<file path="config.mk">
export PLATFORM = sky130hd
export DESIGN_NAME = priority_aging_round_robin_scheduler_flat
export DESIGN_NICKNAME = d
export VERILOG_FILES = /design/src/rtl/parrs_pkg.sv /design/src/rtl/parrs_if.sv /design/src/rtl/parrs_ram.sv /design/src/rtl/parrs_ctrl.sv /design/src/rtl/parrs_dp.sv /design/src/rtl/priority_aging_round_robin_scheduler.sv /design/src/flat_wrapper.sv
export SDC_FILE = /design/constraint.sdc
export NUM_CORES = 2
export LEC_CHECK = 0
export BUFFER_PORTS_ARGS = -buffer_cell sky130_fd_sc_hd__buf_2
export CAP_MARGIN = 40
export CORE_MARGIN = 8
export CORE_UTILIZATION = 50
export CTS_CLUSTER_DIAMETER = 60
export DETAILED_ROUTE_END_ITERATION = 8
export PLACE_DENSITY = 0.77
export SLEW_MARGIN = 20
export SYNTH_ARGS = -nofsm -noshare
export SYNTH_HDL_FRONTEND = slang
export SYNTH_SLANG_ARGS = --single-unit
</file>
<file path="constraint.sdc">
create_clock -name clk -period 20.6 [get_ports clk]
set_input_delay 6.18 -clock clk [delete_from_list [all_inputs] [get_ports clk]]
set_output_delay 6.18 -clock clk [all_outputs]
set_load 0.01 [all_outputs]
</file>
<file path="src/rtl/parrs_pkg.sv">
// Shared types, codes and constants of the aging round-robin scheduler.
package parrs_pkg;

  localparam int SLOTS_DEF    = 64;
  localparam int ID_WIDTH_DEF = 16;

  localparam logic [14:0] SLICE_RESET   = 15'd10;
  localparam logic [14:0] IO_WAIT_RESET = 15'd20;
  localparam logic [3:0]  AGING_RESET   = 4'd5;

  localparam logic [1:0] PRIO_TOP = 2'd0;
  localparam logic [1:0] PRIO_ADD = 2'd1;
  localparam logic [1:0] PRIO_MAX = 2'd2;

  localparam logic [1:0] Q_READY = 2'd0;
  localparam logic [1:0] Q_WAIT  = 2'd1;
  localparam logic [1:0] Q_NONE  = 2'd2;

  typedef enum logic [1:0] {
    CFG_SLICE   = 2'd0,
    CFG_IO_WAIT = 2'd1,
    CFG_AGING   = 2'd2
  } cfg_index_t;

  typedef enum logic [1:0] {
    OP_TICK   = 2'd0,
    OP_ADD    = 2'd1,
    OP_FINISH = 2'd2,
    OP_SETP   = 2'd3
  } op_t;

  typedef enum logic [1:0] {
    ST_OK        = 2'd0,
    ST_NOT_FOUND = 2'd1,
    ST_FULL      = 2'd2,
    ST_BAD_PRIO  = 2'd3
  } status_t;

  typedef enum logic [2:0] {
    PASS_EXPIRE,
    PASS_PREFIX,
    PASS_UPDATE,
    PASS_DISPATCH,
    PASS_FIND,
    PASS_REMOVE
  } pass_t;

  typedef struct packed {
    logic    start;
    pass_t   pass;
    logic    tick_begin;
    logic    add_write;
    logic    finish_runner;
    logic    setp_runner;
    logic    setp_wr;
    logic    out_load;
    status_t status;
  } cmd_t;

  typedef struct packed {
    op_t  op;
    logic scan_done;
    logic full;
    logic runner_hit;
    logic prio_bad;
    logic found;
    logic dispatch_ok;
    logic out_free;
  } sts_t;

endpackage

</file>
<file path="src/rtl/parrs_if.sv">
// Item and configuration channel interfaces of the scheduler.
interface parrs_in_if;
  logic        valid;
  logic        ready;
  logic [1:0]  op;
  logic [15:0] task_id;
  logic [1:0]  new_priority;
  logic        io_request;
  modport source (output valid, op, task_id, new_priority, io_request, input ready);
  modport sink (input valid, op, task_id, new_priority, io_request, output ready);
endinterface

interface parrs_out_if;
  logic        valid;
  logic        ready;
  logic [1:0]  status;
  logic        run_valid;
  logic [15:0] run_id;
  logic [1:0]  run_priority;
  logic [6:0]  ready_count;
  logic [6:0]  wait_count;
  modport source (output valid, status, run_valid, run_id, run_priority, ready_count,
                  wait_count, input ready);
  modport sink (input valid, status, run_valid, run_id, run_priority, ready_count,
                wait_count, output ready);
endinterface

interface parrs_cfg_if;
  logic        valid;
  logic        ready;
  logic [1:0]  index;
  logic [14:0] data;
  modport source (output valid, index, data, input ready);
  modport sink (input valid, index, data, output ready);
endinterface

</file>
<file path="src/rtl/parrs_ram.sv">
// Generic single-write, single-read RAM with registered read data.
module parrs_ram #(
  parameter int WIDTH = 8,
  parameter int DEPTH = 64,
  localparam int AW = $clog2(DEPTH)
) (
  input  logic             clk,
  input  logic             we,
  input  logic [AW-1:0]    waddr,
  input  logic [WIDTH-1:0] wdata,
  input  logic [AW-1:0]    raddr,
  output logic [WIDTH-1:0] rdata
);

  logic [WIDTH-1:0] mem [DEPTH];

  always_ff @(posedge clk) begin
    if (we) begin
      mem[waddr] <= wdata;
    end
    rdata <= mem[raddr];
  end

endmodule

</file>
<file path="src/rtl/parrs_ctrl.sv">
// Sequencer that steps each item through its slot-table sweeps.
module parrs_ctrl import parrs_pkg::*; (
  input  logic clk,
  input  logic rst,
  input  logic in_fire,
  input  sts_t sts,
  output logic in_ready,
  output cmd_t cmd
);

  typedef enum logic [3:0] {
    S_IDLE,
    S_DECODE,
    S_EXPIRE,
    S_PREFIX,
    S_UPDATE,
    S_UPD_POST,
    S_DISPATCH,
    S_FIND,
    S_FIND_POST,
    S_REMOVE,
    S_DONE
  } state_t;

  state_t state;

  always_ff @(posedge clk) begin
    if (rst) begin
      state    <= S_IDLE;
      in_ready <= 1'b0;
      cmd      <= '0;
    end else begin
      cmd.start         <= 1'b0;
      cmd.tick_begin    <= 1'b0;
      cmd.add_write     <= 1'b0;
      cmd.finish_runner <= 1'b0;
      cmd.setp_runner   <= 1'b0;
      cmd.setp_wr       <= 1'b0;
      cmd.out_load      <= 1'b0;
      unique case (state)
        S_IDLE: begin
          in_ready <= 1'b1;
          if (in_fire) begin
            in_ready <= 1'b0;
            state    <= S_DECODE;
          end
        end
        S_DECODE: begin
          cmd.status <= ST_OK;
          unique case (sts.op)
            OP_TICK: begin
              cmd.tick_begin <= 1'b1;
              cmd.start      <= 1'b1;
              cmd.pass       <= PASS_EXPIRE;
              state          <= S_EXPIRE;
            end
            OP_ADD: begin
              if (sts.full) begin
                cmd.status <= ST_FULL;
              end else begin
                cmd.add_write <= 1'b1;
              end
              state <= S_DONE;
            end
            OP_FINISH: begin
              if (sts.runner_hit) begin
                cmd.finish_runner <= 1'b1;
                state             <= S_DONE;
              end else begin
                cmd.start <= 1'b1;
                cmd.pass  <= PASS_FIND;
                state     <= S_FIND;
              end
            end
            OP_SETP: begin
              if (sts.prio_bad) begin
                cmd.status <= ST_BAD_PRIO;
                state      <= S_DONE;
              end else if (sts.runner_hit) begin
                cmd.setp_runner <= 1'b1;
                state           <= S_DONE;
              end else begin
                cmd.start <= 1'b1;
                cmd.pass  <= PASS_FIND;
                state     <= S_FIND;
              end
            end
            default: state <= S_DONE;
          endcase
        end
        S_EXPIRE: begin
          if (sts.scan_done) begin
            cmd.start <= 1'b1;
            cmd.pass  <= PASS_PREFIX;
            state     <= S_PREFIX;
          end
        end
        S_PREFIX: begin
          if (sts.scan_done) begin
            cmd.start <= 1'b1;
            cmd.pass  <= PASS_UPDATE;
            state     <= S_UPDATE;
          end
        end
        S_UPDATE: begin
          if (sts.scan_done) begin
            state <= S_UPD_POST;
          end
        end
        S_UPD_POST: begin
          if (sts.dispatch_ok) begin
            cmd.start <= 1'b1;
            cmd.pass  <= PASS_DISPATCH;
            state     <= S_DISPATCH;
          end else begin
            state <= S_DONE;
          end
        end
        S_DISPATCH: begin
          if (sts.scan_done) begin
            state <= S_DONE;
          end
        end
        S_FIND: begin
          if (sts.scan_done) begin
            state <= S_FIND_POST;
          end
        end
        S_FIND_POST: begin
          if (!sts.found) begin
            cmd.status <= ST_NOT_FOUND;
            state      <= S_DONE;
          end else if (sts.op == OP_FINISH) begin
            cmd.start <= 1'b1;
            cmd.pass  <= PASS_REMOVE;
            state     <= S_REMOVE;
          end else begin
            cmd.setp_wr <= 1'b1;
            state       <= S_DONE;
          end
        end
        S_REMOVE: begin
          if (sts.scan_done) begin
            state <= S_DONE;
          end
        end
        S_DONE: begin
          if (sts.out_free) begin
            cmd.out_load <= 1'b1;
            in_ready     <= 1'b1;
            state        <= S_IDLE;
          end
        end
        default: state <= S_IDLE;
      endcase
    end
  end

endmodule

</file>
<file path="src/rtl/parrs_dp.sv">
// Slot table, queue bookkeeping, sweep pipeline and result register.
module parrs_dp import parrs_pkg::*; #(
  parameter int SLOTS    = SLOTS_DEF,
  parameter int ID_WIDTH = ID_WIDTH_DEF
) (
  input  logic        clk,
  input  logic        rst,
  input  logic        in_fire,
  input  logic [1:0]  in_op,
  input  logic [15:0] in_task_id,
  input  logic [1:0]  in_new_priority,
  input  logic        in_io_request,
  input  logic        cfg_fire,
  input  logic [1:0]  cfg_index,
  input  logic [14:0] cfg_data,
  input  cmd_t        cmd,
  output sts_t        sts,
  output logic        out_valid,
  input  logic        out_ready,
  output logic [1:0]  out_status,
  output logic        out_run_valid,
  output logic [15:0] out_run_id,
  output logic [1:0]  out_run_priority,
  output logic [6:0]  out_ready_count,
  output logic [6:0]  out_wait_count
);

  localparam int SW = $clog2(SLOTS);
  localparam int CW = $clog2(SLOTS + 1);

  typedef struct packed {
    logic [ID_WIDTH-1:0] id;
    logic [1:0]          q;
    logic [1:0]          prio;
    logic [3:0]          age;
    logic [SW-1:0]       rank;
    logic [15:0]         stamp;
  } entry_t;

  localparam int EW = $bits(entry_t);

  logic [14:0]         slice_ticks;
  logic [14:0]         io_wait_ticks;
  logic [3:0]          aging_threshold;
  logic [SLOTS-1:0]    used;
  logic                runner_valid;
  logic [SW-1:0]       runner_slot;
  logic [ID_WIDTH-1:0] runner_id;
  logic [1:0]          runner_prio;
  logic [15:0]         runner_stamp;
  logic [15:0]         tick_count;
  logic [CW-1:0]       ready_total;
  logic [CW-1:0]       wait_total;

  op_t                 op_q;
  logic [ID_WIDTH-1:0] id_q;
  logic [1:0]          np_q;
  logic                io_q;

  logic [SLOTS-1:0]    expired;
  logic [CW-1:0]       exp_count;
  logic                preempt;
  logic                runner_after;

  logic                best_valid;
  logic [SW-1:0]       best_slot;
  logic [1:0]          best_prio;
  logic [SW-1:0]       best_rank;
  logic [ID_WIDTH-1:0] best_id;

  logic                found;
  logic [SW-1:0]       found_slot;
  logic [1:0]          found_q;
  logic [SW-1:0]       found_rank;
  entry_t              found_entry;

  logic                issuing;
  logic [SW-1:0]       idx;
  logic                s1_valid;
  logic [SW-1:0]       s1_idx;
  logic                s2_valid;
  logic [SW-1:0]       s2_idx;
  entry_t              e2;

  logic [EW-1:0]       ent_rdata;
  entry_t              e1;
  logic                ent_we;
  logic [SW-1:0]       ent_waddr;
  entry_t              ent_wdata;
  logic [CW-1:0]       below;
  logic                pre_we;

  entry_t              ne;
  logic                wr;
  logic                u2;
  logic                isr;
  logic                cand;
  logic                fcand;
  logic                scan_done;
  logic [SW-1:0]       free_slot;
  logic [ID_WIDTH+15:0] id_ext;
  logic [ID_WIDTH+15:0] run_ext;
  logic [CW+6:0]       rc_ext;
  logic [CW+6:0]       wc_ext;
  logic [15:0]         run_age;

  assign e1 = entry_t'(ent_rdata);
  assign id_ext = {{ID_WIDTH{1'b0}}, in_task_id};
  assign run_ext = {16'd0, runner_id};
  assign rc_ext = {7'd0, ready_total};
  assign wc_ext = {7'd0, wait_total};
  assign run_age = tick_count - runner_stamp;
  assign scan_done = s2_valid && (s2_idx == SW'(SLOTS - 1));
  assign u2 = used[s2_idx];
  assign isr = runner_valid && (s2_idx == runner_slot);
  assign pre_we = s2_valid && (cmd.pass == PASS_PREFIX);

  parrs_ram #(.WIDTH(EW), .DEPTH(SLOTS)) u_entries (
    .clk   (clk),
    .we    (ent_we),
    .waddr (ent_waddr),
    .wdata (ent_wdata),
    .raddr (idx),
    .rdata (ent_rdata)
  );

  parrs_ram #(.WIDTH(CW), .DEPTH(SLOTS)) u_prefix (
    .clk   (clk),
    .we    (pre_we),
    .waddr (s2_idx),
    .wdata (exp_count),
    .raddr (e1.rank),
    .rdata (below)
  );

  always_comb begin
    free_slot = '0;
    for (int j = SLOTS - 1; j >= 0; j--) begin
      if (!used[j]) begin
        free_slot = SW'(j);
      end
    end
  end

  always_comb begin
    ne    = e2;
    wr    = 1'b0;
    cand  = 1'b0;
    fcand = 1'b0;
    case (cmd.pass)
      PASS_UPDATE: begin
        if (u2) begin
          wr = 1'b1;
          if (e2.q == Q_WAIT) begin
            if (expired[e2.rank]) begin
              ne.q    = Q_READY;
              ne.rank = SW'(ready_total) + SW'(below);
              ne.prio = PRIO_TOP;
            end else begin
              ne.rank = e2.rank - SW'(below);
            end
          end
          if (isr && preempt) begin
            if (io_q) begin
              ne.q     = Q_WAIT;
              ne.rank  = SW'(wait_total) - SW'(exp_count);
              ne.stamp = tick_count;
              ne.prio  = runner_prio;
            end else begin
              ne.q    = Q_READY;
              ne.rank = SW'(ready_total) + SW'(exp_count);
              ne.prio = (runner_prio < PRIO_MAX) ? runner_prio + 2'd1 : PRIO_MAX;
            end
          end
          if (ne.q == Q_READY) begin
            ne.age = ne.age + 4'd1;
            if (ne.age >= aging_threshold) begin
              ne.age = 4'd0;
              if (ne.prio != PRIO_TOP) begin
                ne.prio = ne.prio - 2'd1;
              end
            end
            cand = !runner_after && (!best_valid || (ne.prio < best_prio) ||
                   ((ne.prio == best_prio) && (ne.rank < best_rank)));
          end
        end
      end
      PASS_DISPATCH: begin
        if (u2 && (e2.q == Q_READY)) begin
          wr = 1'b1;
          if (s2_idx == best_slot) begin
            ne.q     = Q_NONE;
            ne.stamp = tick_count;
          end else if (e2.rank > best_rank) begin
            ne.rank = e2.rank - SW'(1);
          end
        end
      end
      PASS_FIND: begin
        fcand = u2 && (e2.id == id_q) && ((e2.q == Q_READY) || (e2.q == Q_WAIT)) &&
                (!found || (e2.q < found_q) ||
                 ((e2.q == found_q) && (e2.rank < found_rank)));
      end
      PASS_REMOVE: begin
        if (u2 && (e2.q == found_q) && (e2.rank > found_rank)) begin
          wr      = 1'b1;
          ne.rank = e2.rank - SW'(1);
        end
      end
      default: begin
        wr = 1'b0;
      end
    endcase
  end

  always_comb begin
    ent_we    = 1'b0;
    ent_waddr = s2_idx;
    ent_wdata = ne;
    if (s2_valid && wr) begin
      ent_we = 1'b1;
    end else if (cmd.add_write) begin
      ent_we          = 1'b1;
      ent_waddr       = free_slot;
      ent_wdata.id    = id_q;
      ent_wdata.q     = Q_READY;
      ent_wdata.prio  = PRIO_ADD;
      ent_wdata.age   = 4'd0;
      ent_wdata.rank  = SW'(ready_total);
      ent_wdata.stamp = tick_count;
    end else if (cmd.setp_wr) begin
      ent_we         = 1'b1;
      ent_waddr      = found_slot;
      ent_wdata      = found_entry;
      ent_wdata.prio = np_q;
      if (found_q == Q_READY) begin
        ent_wdata.age = 4'd0;
      end
    end
  end

  always_comb begin
    sts.op          = op_q;
    sts.scan_done   = scan_done;
    sts.full        = &used;
    sts.runner_hit  = runner_valid && (runner_id == id_q);
    sts.prio_bad    = np_q > PRIO_MAX;
    sts.found       = found;
    sts.dispatch_ok = best_valid && !runner_valid;
    sts.out_free    = !out_valid || out_ready;
  end

  always_ff @(posedge clk) begin
    if (rst) begin
      slice_ticks     <= SLICE_RESET;
      io_wait_ticks   <= IO_WAIT_RESET;
      aging_threshold <= AGING_RESET;
      used            <= '0;
      runner_valid    <= 1'b0;
      runner_slot     <= '0;
      tick_count      <= '0;
      ready_total     <= '0;
      wait_total      <= '0;
      issuing         <= 1'b0;
      s1_valid        <= 1'b0;
      s2_valid        <= 1'b0;
      out_valid       <= 1'b0;
      op_q            <= OP_TICK;
    end else begin
      if (cfg_fire) begin
        case (cfg_index)
          CFG_SLICE:   slice_ticks     <= cfg_data;
          CFG_IO_WAIT: io_wait_ticks   <= cfg_data;
          CFG_AGING:   aging_threshold <= cfg_data[3:0];
          default:     slice_ticks     <= slice_ticks;
        endcase
      end
      if (in_fire) begin
        op_q <= op_t'(in_op);
        id_q <= id_ext[ID_WIDTH-1:0];
        np_q <= in_new_priority;
        io_q <= in_io_request;
      end

      if (cmd.start) begin
        issuing <= 1'b1;
        idx     <= '0;
      end else if (issuing) begin
        idx <= idx + SW'(1);
        if (idx == SW'(SLOTS - 1)) begin
          issuing <= 1'b0;
        end
      end
      s1_valid <= issuing && !cmd.start;
      s1_idx   <= idx;
      s2_valid <= s1_valid;
      s2_idx   <= s1_idx;
      e2       <= e1;

      if (cmd.tick_begin) begin
        tick_count <= tick_count + 16'd1;
        expired    <= '0;
      end
      if (cmd.start) begin
        case (cmd.pass)
          PASS_PREFIX: exp_count <= '0;
          PASS_UPDATE: begin
            preempt      <= runner_valid && (run_age >= {1'b0, slice_ticks});
            runner_after <= runner_valid && !(run_age >= {1'b0, slice_ticks});
            best_valid   <= 1'b0;
          end
          PASS_FIND: found <= 1'b0;
          default: found <= found;
        endcase
      end

      if (s2_valid) begin
        case (cmd.pass)
          PASS_EXPIRE: begin
            if (u2 && (e2.q == Q_WAIT) &&
                ((tick_count - e2.stamp) >= {1'b0, io_wait_ticks})) begin
              expired[e2.rank] <= 1'b1;
            end
          end
          PASS_PREFIX: begin
            exp_count <= exp_count + CW'(expired[s2_idx]);
          end
          PASS_UPDATE: begin
            if (cand) begin
              best_valid <= 1'b1;
              best_slot  <= s2_idx;
              best_prio  <= ne.prio;
              best_rank  <= ne.rank;
              best_id    <= ne.id;
            end
            if (scan_done) begin
              ready_total  <= ready_total + exp_count + CW'(preempt && !io_q);
              wait_total   <= wait_total - exp_count + CW'(preempt && io_q);
              runner_valid <= runner_after;
            end
          end
          PASS_DISPATCH: begin
            if (scan_done) begin
              ready_total  <= ready_total - CW'(1);
              runner_valid <= 1'b1;
              runner_slot  <= best_slot;
              runner_id    <= best_id;
              runner_prio  <= best_prio;
              runner_stamp <= tick_count;
            end
          end
          PASS_FIND: begin
            if (fcand) begin
              found       <= 1'b1;
              found_slot  <= s2_idx;
              found_q     <= e2.q;
              found_rank  <= e2.rank;
              found_entry <= e2;
            end
          end
          PASS_REMOVE: begin
            if (scan_done) begin
              used[found_slot] <= 1'b0;
              if (found_q == Q_WAIT) begin
                wait_total <= wait_total - CW'(1);
              end else begin
                ready_total <= ready_total - CW'(1);
              end
            end
          end
          default: found <= found;
        endcase
      end

      if (cmd.add_write) begin
        used[free_slot] <= 1'b1;
        ready_total     <= ready_total + CW'(1);
      end
      if (cmd.finish_runner) begin
        runner_valid       <= 1'b0;
        used[runner_slot]  <= 1'b0;
      end
      if (cmd.setp_runner) begin
        runner_prio <= np_q;
      end

      if (cmd.out_load) begin
        out_valid <= 1'b1;
      end else if (out_ready) begin
        out_valid <= 1'b0;
      end
    end
  end

  always_ff @(posedge clk) begin
    if (cmd.out_load) begin
      out_status       <= cmd.status;
      out_run_valid    <= runner_valid;
      out_run_id       <= runner_valid ? run_ext[15:0] : 16'd0;
      out_run_priority <= runner_valid ? runner_prio : PRIO_TOP;
      out_ready_count  <= rc_ext[6:0];
      out_wait_count   <= wc_ext[6:0];
    end
  end

endmodule

</file>
<file path="src/rtl/priority_aging_round_robin_scheduler.sv">
// Top level of the priority scheduler with aging over a table of task slots.
//
// Channels: in_ch carries one operation per item (tick, add, finish, set
// priority); out_ch returns one result item per input item with the status,
// the running task and both queue occupancies after the operation. cfg writes
// slice_ticks (index 0), io_wait_ticks (1) and aging_threshold (2); it is
// always ready. The user must see that it is written only while the block
// is idle; the block itself does not enforce this. Add, and finish or set
// priority of the running task, do not sweep the slot table. Finish and set
// priority of a queued task sweep it once or twice. A tick sweeps it up to
// four times (expiry, prefix count, update with aging and selection,
// dispatch). Each sweep visits one slot per cycle through the entry
// memory's single read port.
// One item is worked at a time; a new item is taken once the previous result
// sits in the output register, which holds while the receiver stalls.
// Reset: empty table, no runner, tick count zero, registers at their defaults;
// the block is ready the cycle after reset is released.
module priority_aging_round_robin_scheduler import parrs_pkg::*; #(
  parameter int SLOTS    = SLOTS_DEF,
  parameter int ID_WIDTH = ID_WIDTH_DEF
) (
  input logic        clk,
  input logic        rst,
  parrs_in_if.sink   in_ch,
  parrs_out_if.source out_ch,
  parrs_cfg_if.sink  cfg
);

  cmd_t cmd;
  sts_t sts;
  logic in_ready;
  logic in_fire;

  assign in_fire     = in_ch.valid && in_ready;
  assign in_ch.ready = in_ready;
  assign cfg.ready   = 1'b1;

  parrs_ctrl u_ctrl (
    .clk      (clk),
    .rst      (rst),
    .in_fire  (in_fire),
    .sts      (sts),
    .in_ready (in_ready),
    .cmd      (cmd)
  );

  parrs_dp #(.SLOTS(SLOTS), .ID_WIDTH(ID_WIDTH)) u_dp (
    .clk              (clk),
    .rst              (rst),
    .in_fire          (in_fire),
    .in_op            (in_ch.op),
    .in_task_id       (in_ch.task_id),
    .in_new_priority  (in_ch.new_priority),
    .in_io_request    (in_ch.io_request),
    .cfg_fire         (cfg.valid),
    .cfg_index        (cfg.index),
    .cfg_data         (cfg.data),
    .cmd              (cmd),
    .sts              (sts),
    .out_valid        (out_ch.valid),
    .out_ready        (out_ch.ready),
    .out_status       (out_ch.status),
    .out_run_valid    (out_ch.run_valid),
    .out_run_id       (out_ch.run_id),
    .out_run_priority (out_ch.run_priority),
    .out_ready_count  (out_ch.ready_count),
    .out_wait_count   (out_ch.wait_count)
  );

endmodule

</file>
<file path="src/flat_wrapper.sv">
// flat-port wrapper written by rule: the top's interface ports become plain ports
module priority_aging_round_robin_scheduler_flat import parrs_pkg::*;
#(
  parameter int SLOTS    = SLOTS_DEF,
  parameter int ID_WIDTH = ID_WIDTH_DEF
)
  (clk, rst, in_ch_valid, in_ch_op, in_ch_task_id, in_ch_new_priority, in_ch_io_request, in_ch_ready, out_ch_valid, out_ch_status, out_ch_run_valid, out_ch_run_id, out_ch_run_priority, out_ch_ready_count, out_ch_wait_count, out_ch_ready, cfg_valid, cfg_index, cfg_data, cfg_ready);
  parrs_in_if in_ch_i ();
  parrs_out_if out_ch_i ();
  parrs_cfg_if cfg_i ();
  input logic clk;
  input logic rst;
  input wire logic [$bits(in_ch_i.valid)-1:0] in_ch_valid;
  input wire logic [$bits(in_ch_i.op)-1:0] in_ch_op;
  input wire logic [$bits(in_ch_i.task_id)-1:0] in_ch_task_id;
  input wire logic [$bits(in_ch_i.new_priority)-1:0] in_ch_new_priority;
  input wire logic [$bits(in_ch_i.io_request)-1:0] in_ch_io_request;
  output wire logic [$bits(in_ch_i.ready)-1:0] in_ch_ready;
  output wire logic [$bits(out_ch_i.valid)-1:0] out_ch_valid;
  output wire logic [$bits(out_ch_i.status)-1:0] out_ch_status;
  output wire logic [$bits(out_ch_i.run_valid)-1:0] out_ch_run_valid;
  output wire logic [$bits(out_ch_i.run_id)-1:0] out_ch_run_id;
  output wire logic [$bits(out_ch_i.run_priority)-1:0] out_ch_run_priority;
  output wire logic [$bits(out_ch_i.ready_count)-1:0] out_ch_ready_count;
  output wire logic [$bits(out_ch_i.wait_count)-1:0] out_ch_wait_count;
  input wire logic [$bits(out_ch_i.ready)-1:0] out_ch_ready;
  input wire logic [$bits(cfg_i.valid)-1:0] cfg_valid;
  input wire logic [$bits(cfg_i.index)-1:0] cfg_index;
  input wire logic [$bits(cfg_i.data)-1:0] cfg_data;
  output wire logic [$bits(cfg_i.ready)-1:0] cfg_ready;
  assign in_ch_i.valid = in_ch_valid;
  assign in_ch_i.op = in_ch_op;
  assign in_ch_i.task_id = in_ch_task_id;
  assign in_ch_i.new_priority = in_ch_new_priority;
  assign in_ch_i.io_request = in_ch_io_request;
  assign in_ch_ready = in_ch_i.ready;
  assign out_ch_valid = out_ch_i.valid;
  assign out_ch_status = out_ch_i.status;
  assign out_ch_run_valid = out_ch_i.run_valid;
  assign out_ch_run_id = out_ch_i.run_id;
  assign out_ch_run_priority = out_ch_i.run_priority;
  assign out_ch_ready_count = out_ch_i.ready_count;
  assign out_ch_wait_count = out_ch_i.wait_count;
  assign out_ch_i.ready = out_ch_ready;
  assign cfg_i.valid = cfg_valid;
  assign cfg_i.index = cfg_index;
  assign cfg_i.data = cfg_data;
  assign cfg_ready = cfg_i.ready;
  priority_aging_round_robin_scheduler #(.SLOTS(SLOTS), .ID_WIDTH(ID_WIDTH)) u_core (.clk(clk), .rst(rst), .in_ch(in_ch_i), .out_ch(out_ch_i), .cfg(cfg_i));
endmodule
</file>
==> flow_summary.toml <==
[clock_tree]
cts_tree = "done"
root_buffer = "clkbuf_16"
numCtsBuffers = 378
cts_resized = 0
worstSkewPairLatency_ns = 0.97
clkSlewWorstSetupHoldPaths_ns = 0.06
cts_max_level = 5
clock_sinks = 3845
clockBufferDepth = 4
postCtsHoldBufs = 0
post_cts_buffers = 0

[worst_setup_path]
path_cells = "buf_4 -> buf_12 -> inv_6 -> nand2_1 -> nor2_4 -> buf_4"
worstSetupStartpointType = "input port"
r2r_slack_ns = 13.91
worst-path-buf-inv = 4
path_max_fanout = 62
path_delay_family = "buffers and inverters"
max_stage_delay_ns = 0.59
crit_path_top_delay_cell = "buf_4"
crit_top_cell = "buf_4"
reg2reg_depth = 15
timing.rr.start = "u_core.u_dp.s2_idx[0]"
crit_arrival_ns = 8.29
reg2reg_to = "u_core.u_dp.u_entries.mem[33][14]"
crit_type = "in -> reg"
cp-end-kind = "register"
worstPathRequired_ns = 21.07

[global_routing]
grt_usage = 0.270
grt_overflow = 0
grt_max_degree = 142
antenna_found_initial = 26
grt_pass1_wl_microns = 636000
grt_pass1_vias = 85700

[route]
post_drt_via_cell_ratio = 6.87
detail_route.wl_per_cell_microns = 36.1
ant_nets = 0
drt_pass1_iterations = 6
drtIter0Drc = 13900
vias = 85700
drt-total-wl_microns = 450000
drcViolationCount = 0

[die]
rows = 204
die_height_microns = 571
dieArea_sq_mm = 0.326
start_util = 0.501
io_pins = 81
core_area_sq_mm = 0.308
fp.dieW_microns = 571

[sta]
rsz0062_at_grt = "false"
maxSlewViolCount = 0
fin_ws_ns = 12.78
slew_headroom = 0.243
period_needed_ns = 7.82
setup_tns_ns = 0
min_period_over_period = 0.380
fin_skew_ns = 0.137
hold_viol = 0
finalSetupViolations = 0
max_freq_ghz = 0.128
tightest_slew_ns = 1.14

[worst_hold_path]
worstHoldStart = "u_core.u_dp.u_entries.rdata[13]"
hp-class = "reg -> reg"
hold_path_depth = 0
min_to = "u_core.u_dp.e2[13]"

[yosys]
async_flop_share = 0
ys_seq_area_frac = 0.735
synth_ff_type = "edfxtp_1"
netlist_area_sq_mm = 0.154
synth_nets = 7850
ys_ff_latch = 3845
synth_edf_count = 3635
yosysWarnings = 0
yosysUniqueCellTypes = 85
syn-instance-count = 7672
syn_avg_cell_area_sq_um = 20.1

[power_and_ir_drop]
leakagePower_nw = 55.5
ir_drop_mv = 0.0786
power_density_mw_per_mm2 = 102
p_total_mw = 17.9

[cells_and_area]
multi_input_area_sq_mm = 0.0393
drive_gt1_frac = 0.268
n_fill_cell = 21200
fin_nets = 8216
final_common_cell = "edfxtp_1"
seqCellArea_sq_mm = 0.113
final_cell_mix = "edfxtp_1 (3635), mux4_2 (1121), clkbuf_16 (385)"
areaGrowthSynthToFinish_pct = 13.7

[flow_run]
max-cap-violations = 0

[place]
dp_slack_ns = 11.83
dp_hpwl_microns = 237000
numPortBuffers = 79
gp_congestion = 0.921

[status]
status = "complete, no violations"
-- registers in the layout, indices dropped and copies added (netlist names), 44 cells and up --
| name | cells |
|---|---|
| u_core.u_dp.u_entries.rdata | 46 |
| u_core.u_dp.u_entries.mem | 2944 |
| u_core.u_dp.e2 | 46 |
| u_core.u_dp.expired | 64 |
| u_core.u_dp.u_prefix.mem | 384 |
| u_core.u_dp.found_entry | 44 |
| u_core.u_dp.used | 64 |
-- cell usage after synthesis, types with 73 or more instances --
cell type / count / area [sq um]
buf_1: 94 / 353
clkbuf_1: 275 / 1030
a221oi_1: 74 / 648
inv_1: 212 / 796
nor2_1: 293 / 1100
a21oi_1: 142 / 711
nand3_1: 73 / 365
edfxtp_1: 3635 / 109000
ha_1: 123 / 1540
xnor2_1: 80 / 701
o21ai_0: 196 / 981
mux4_2: 1121 / 25200
nand2_1: 332 / 1250
dfxtp_1: 210 / 4200
-- cell type report --
class | count | area share
sequential | 3845 | 0.647
tap | 4120 | 0.0294
inverter | 214 | 0.00461
multi-input combinational | 3218 | 0.224
timing repair buffer | 381 | 0.0231
antenna | 6 | 0.0000856
clock inverter | 244 | 0.0150
clock buffer | 447 | 0.0568
-- cells by family after synthesis --
family / count (synthesis) / synth area share
AOI/OAI and AO/OA: 750 / 0.0320
adders and majority gates: 135 / 0.0115
other: 1 / 0.0000243
and+or+nand+nor: 1034 / 0.0314
DFF: 3845 / 0.735
muxes: 1173 / 0.168
buffers and inverters: 609 / 0.0152
xor gates and xnor gates: 125 / 0.00710
-- worst register-to-register path: stages (launching register included) --
cell and delay, ns:
edfxtp_1 0.87, buf_4 0.48, nor2b_1 0.20, a221oi_1 0.29
o22a_1 0.27, o211a_1 0.23, and4b_2 0.23, buf_4 0.49
nor2_1 0.16, buf_4 0.25, o22a_1 0.26, a211oi_1 0.71
nand2_1 0.40, nor3_2 0.23, buf_4 0.49, buf_4 0.77
-- per-layer routing --
metal	track usage	wire length [microns]
met1	0.348	153000
met2	0.434	214000
met3	0.0728	59000
met4	0.118	24000
met5	0	102
-- metrics by stage --
step	instance area, sq um	hold slack (ns)	instances	util
5_1_grt	175000	0.399	12500	0.570
6_report	175000	0.396	12500	0.570
3_5_place_dp	162000	0.390	11800	0.527
3_3_place_gp	161000	0.390	11700	0.522
4_1_cts	175000	0.395	12500	0.568
2_1_floorplan	154000	0.386	7672	-
-- power breakdown --
group	leakage (nW)	switching [mW]	internal, mW
Combinational	14.9	1.06	0.656
Clock	6.15	3.10	4.09
Sequential	34.5	0.128	8.89
-- worst max-delay path by stage --
stage          startpoint                           to  slack [ns]  cells past startpoint
4_1_cts               rst   u_core.u_dp.runner_prio[1]       12.74                      6
6_report              rst  u_core.u_dp.found_entry[16]       12.78                      6
3_3_place_gp          rst   u_core.u_dp.runner_prio[0]       11.85                      5
2_1_floorplan         rst   u_core.u_dp.runner_prio[0]        9.69                      4
3_5_place_dp          rst   u_core.u_dp.runner_prio[0]       11.83                      6
5_1_grt               rst    u_core.u_dp.found_slot[3]       12.69                      6
Power figures use the tool's default switching activity.
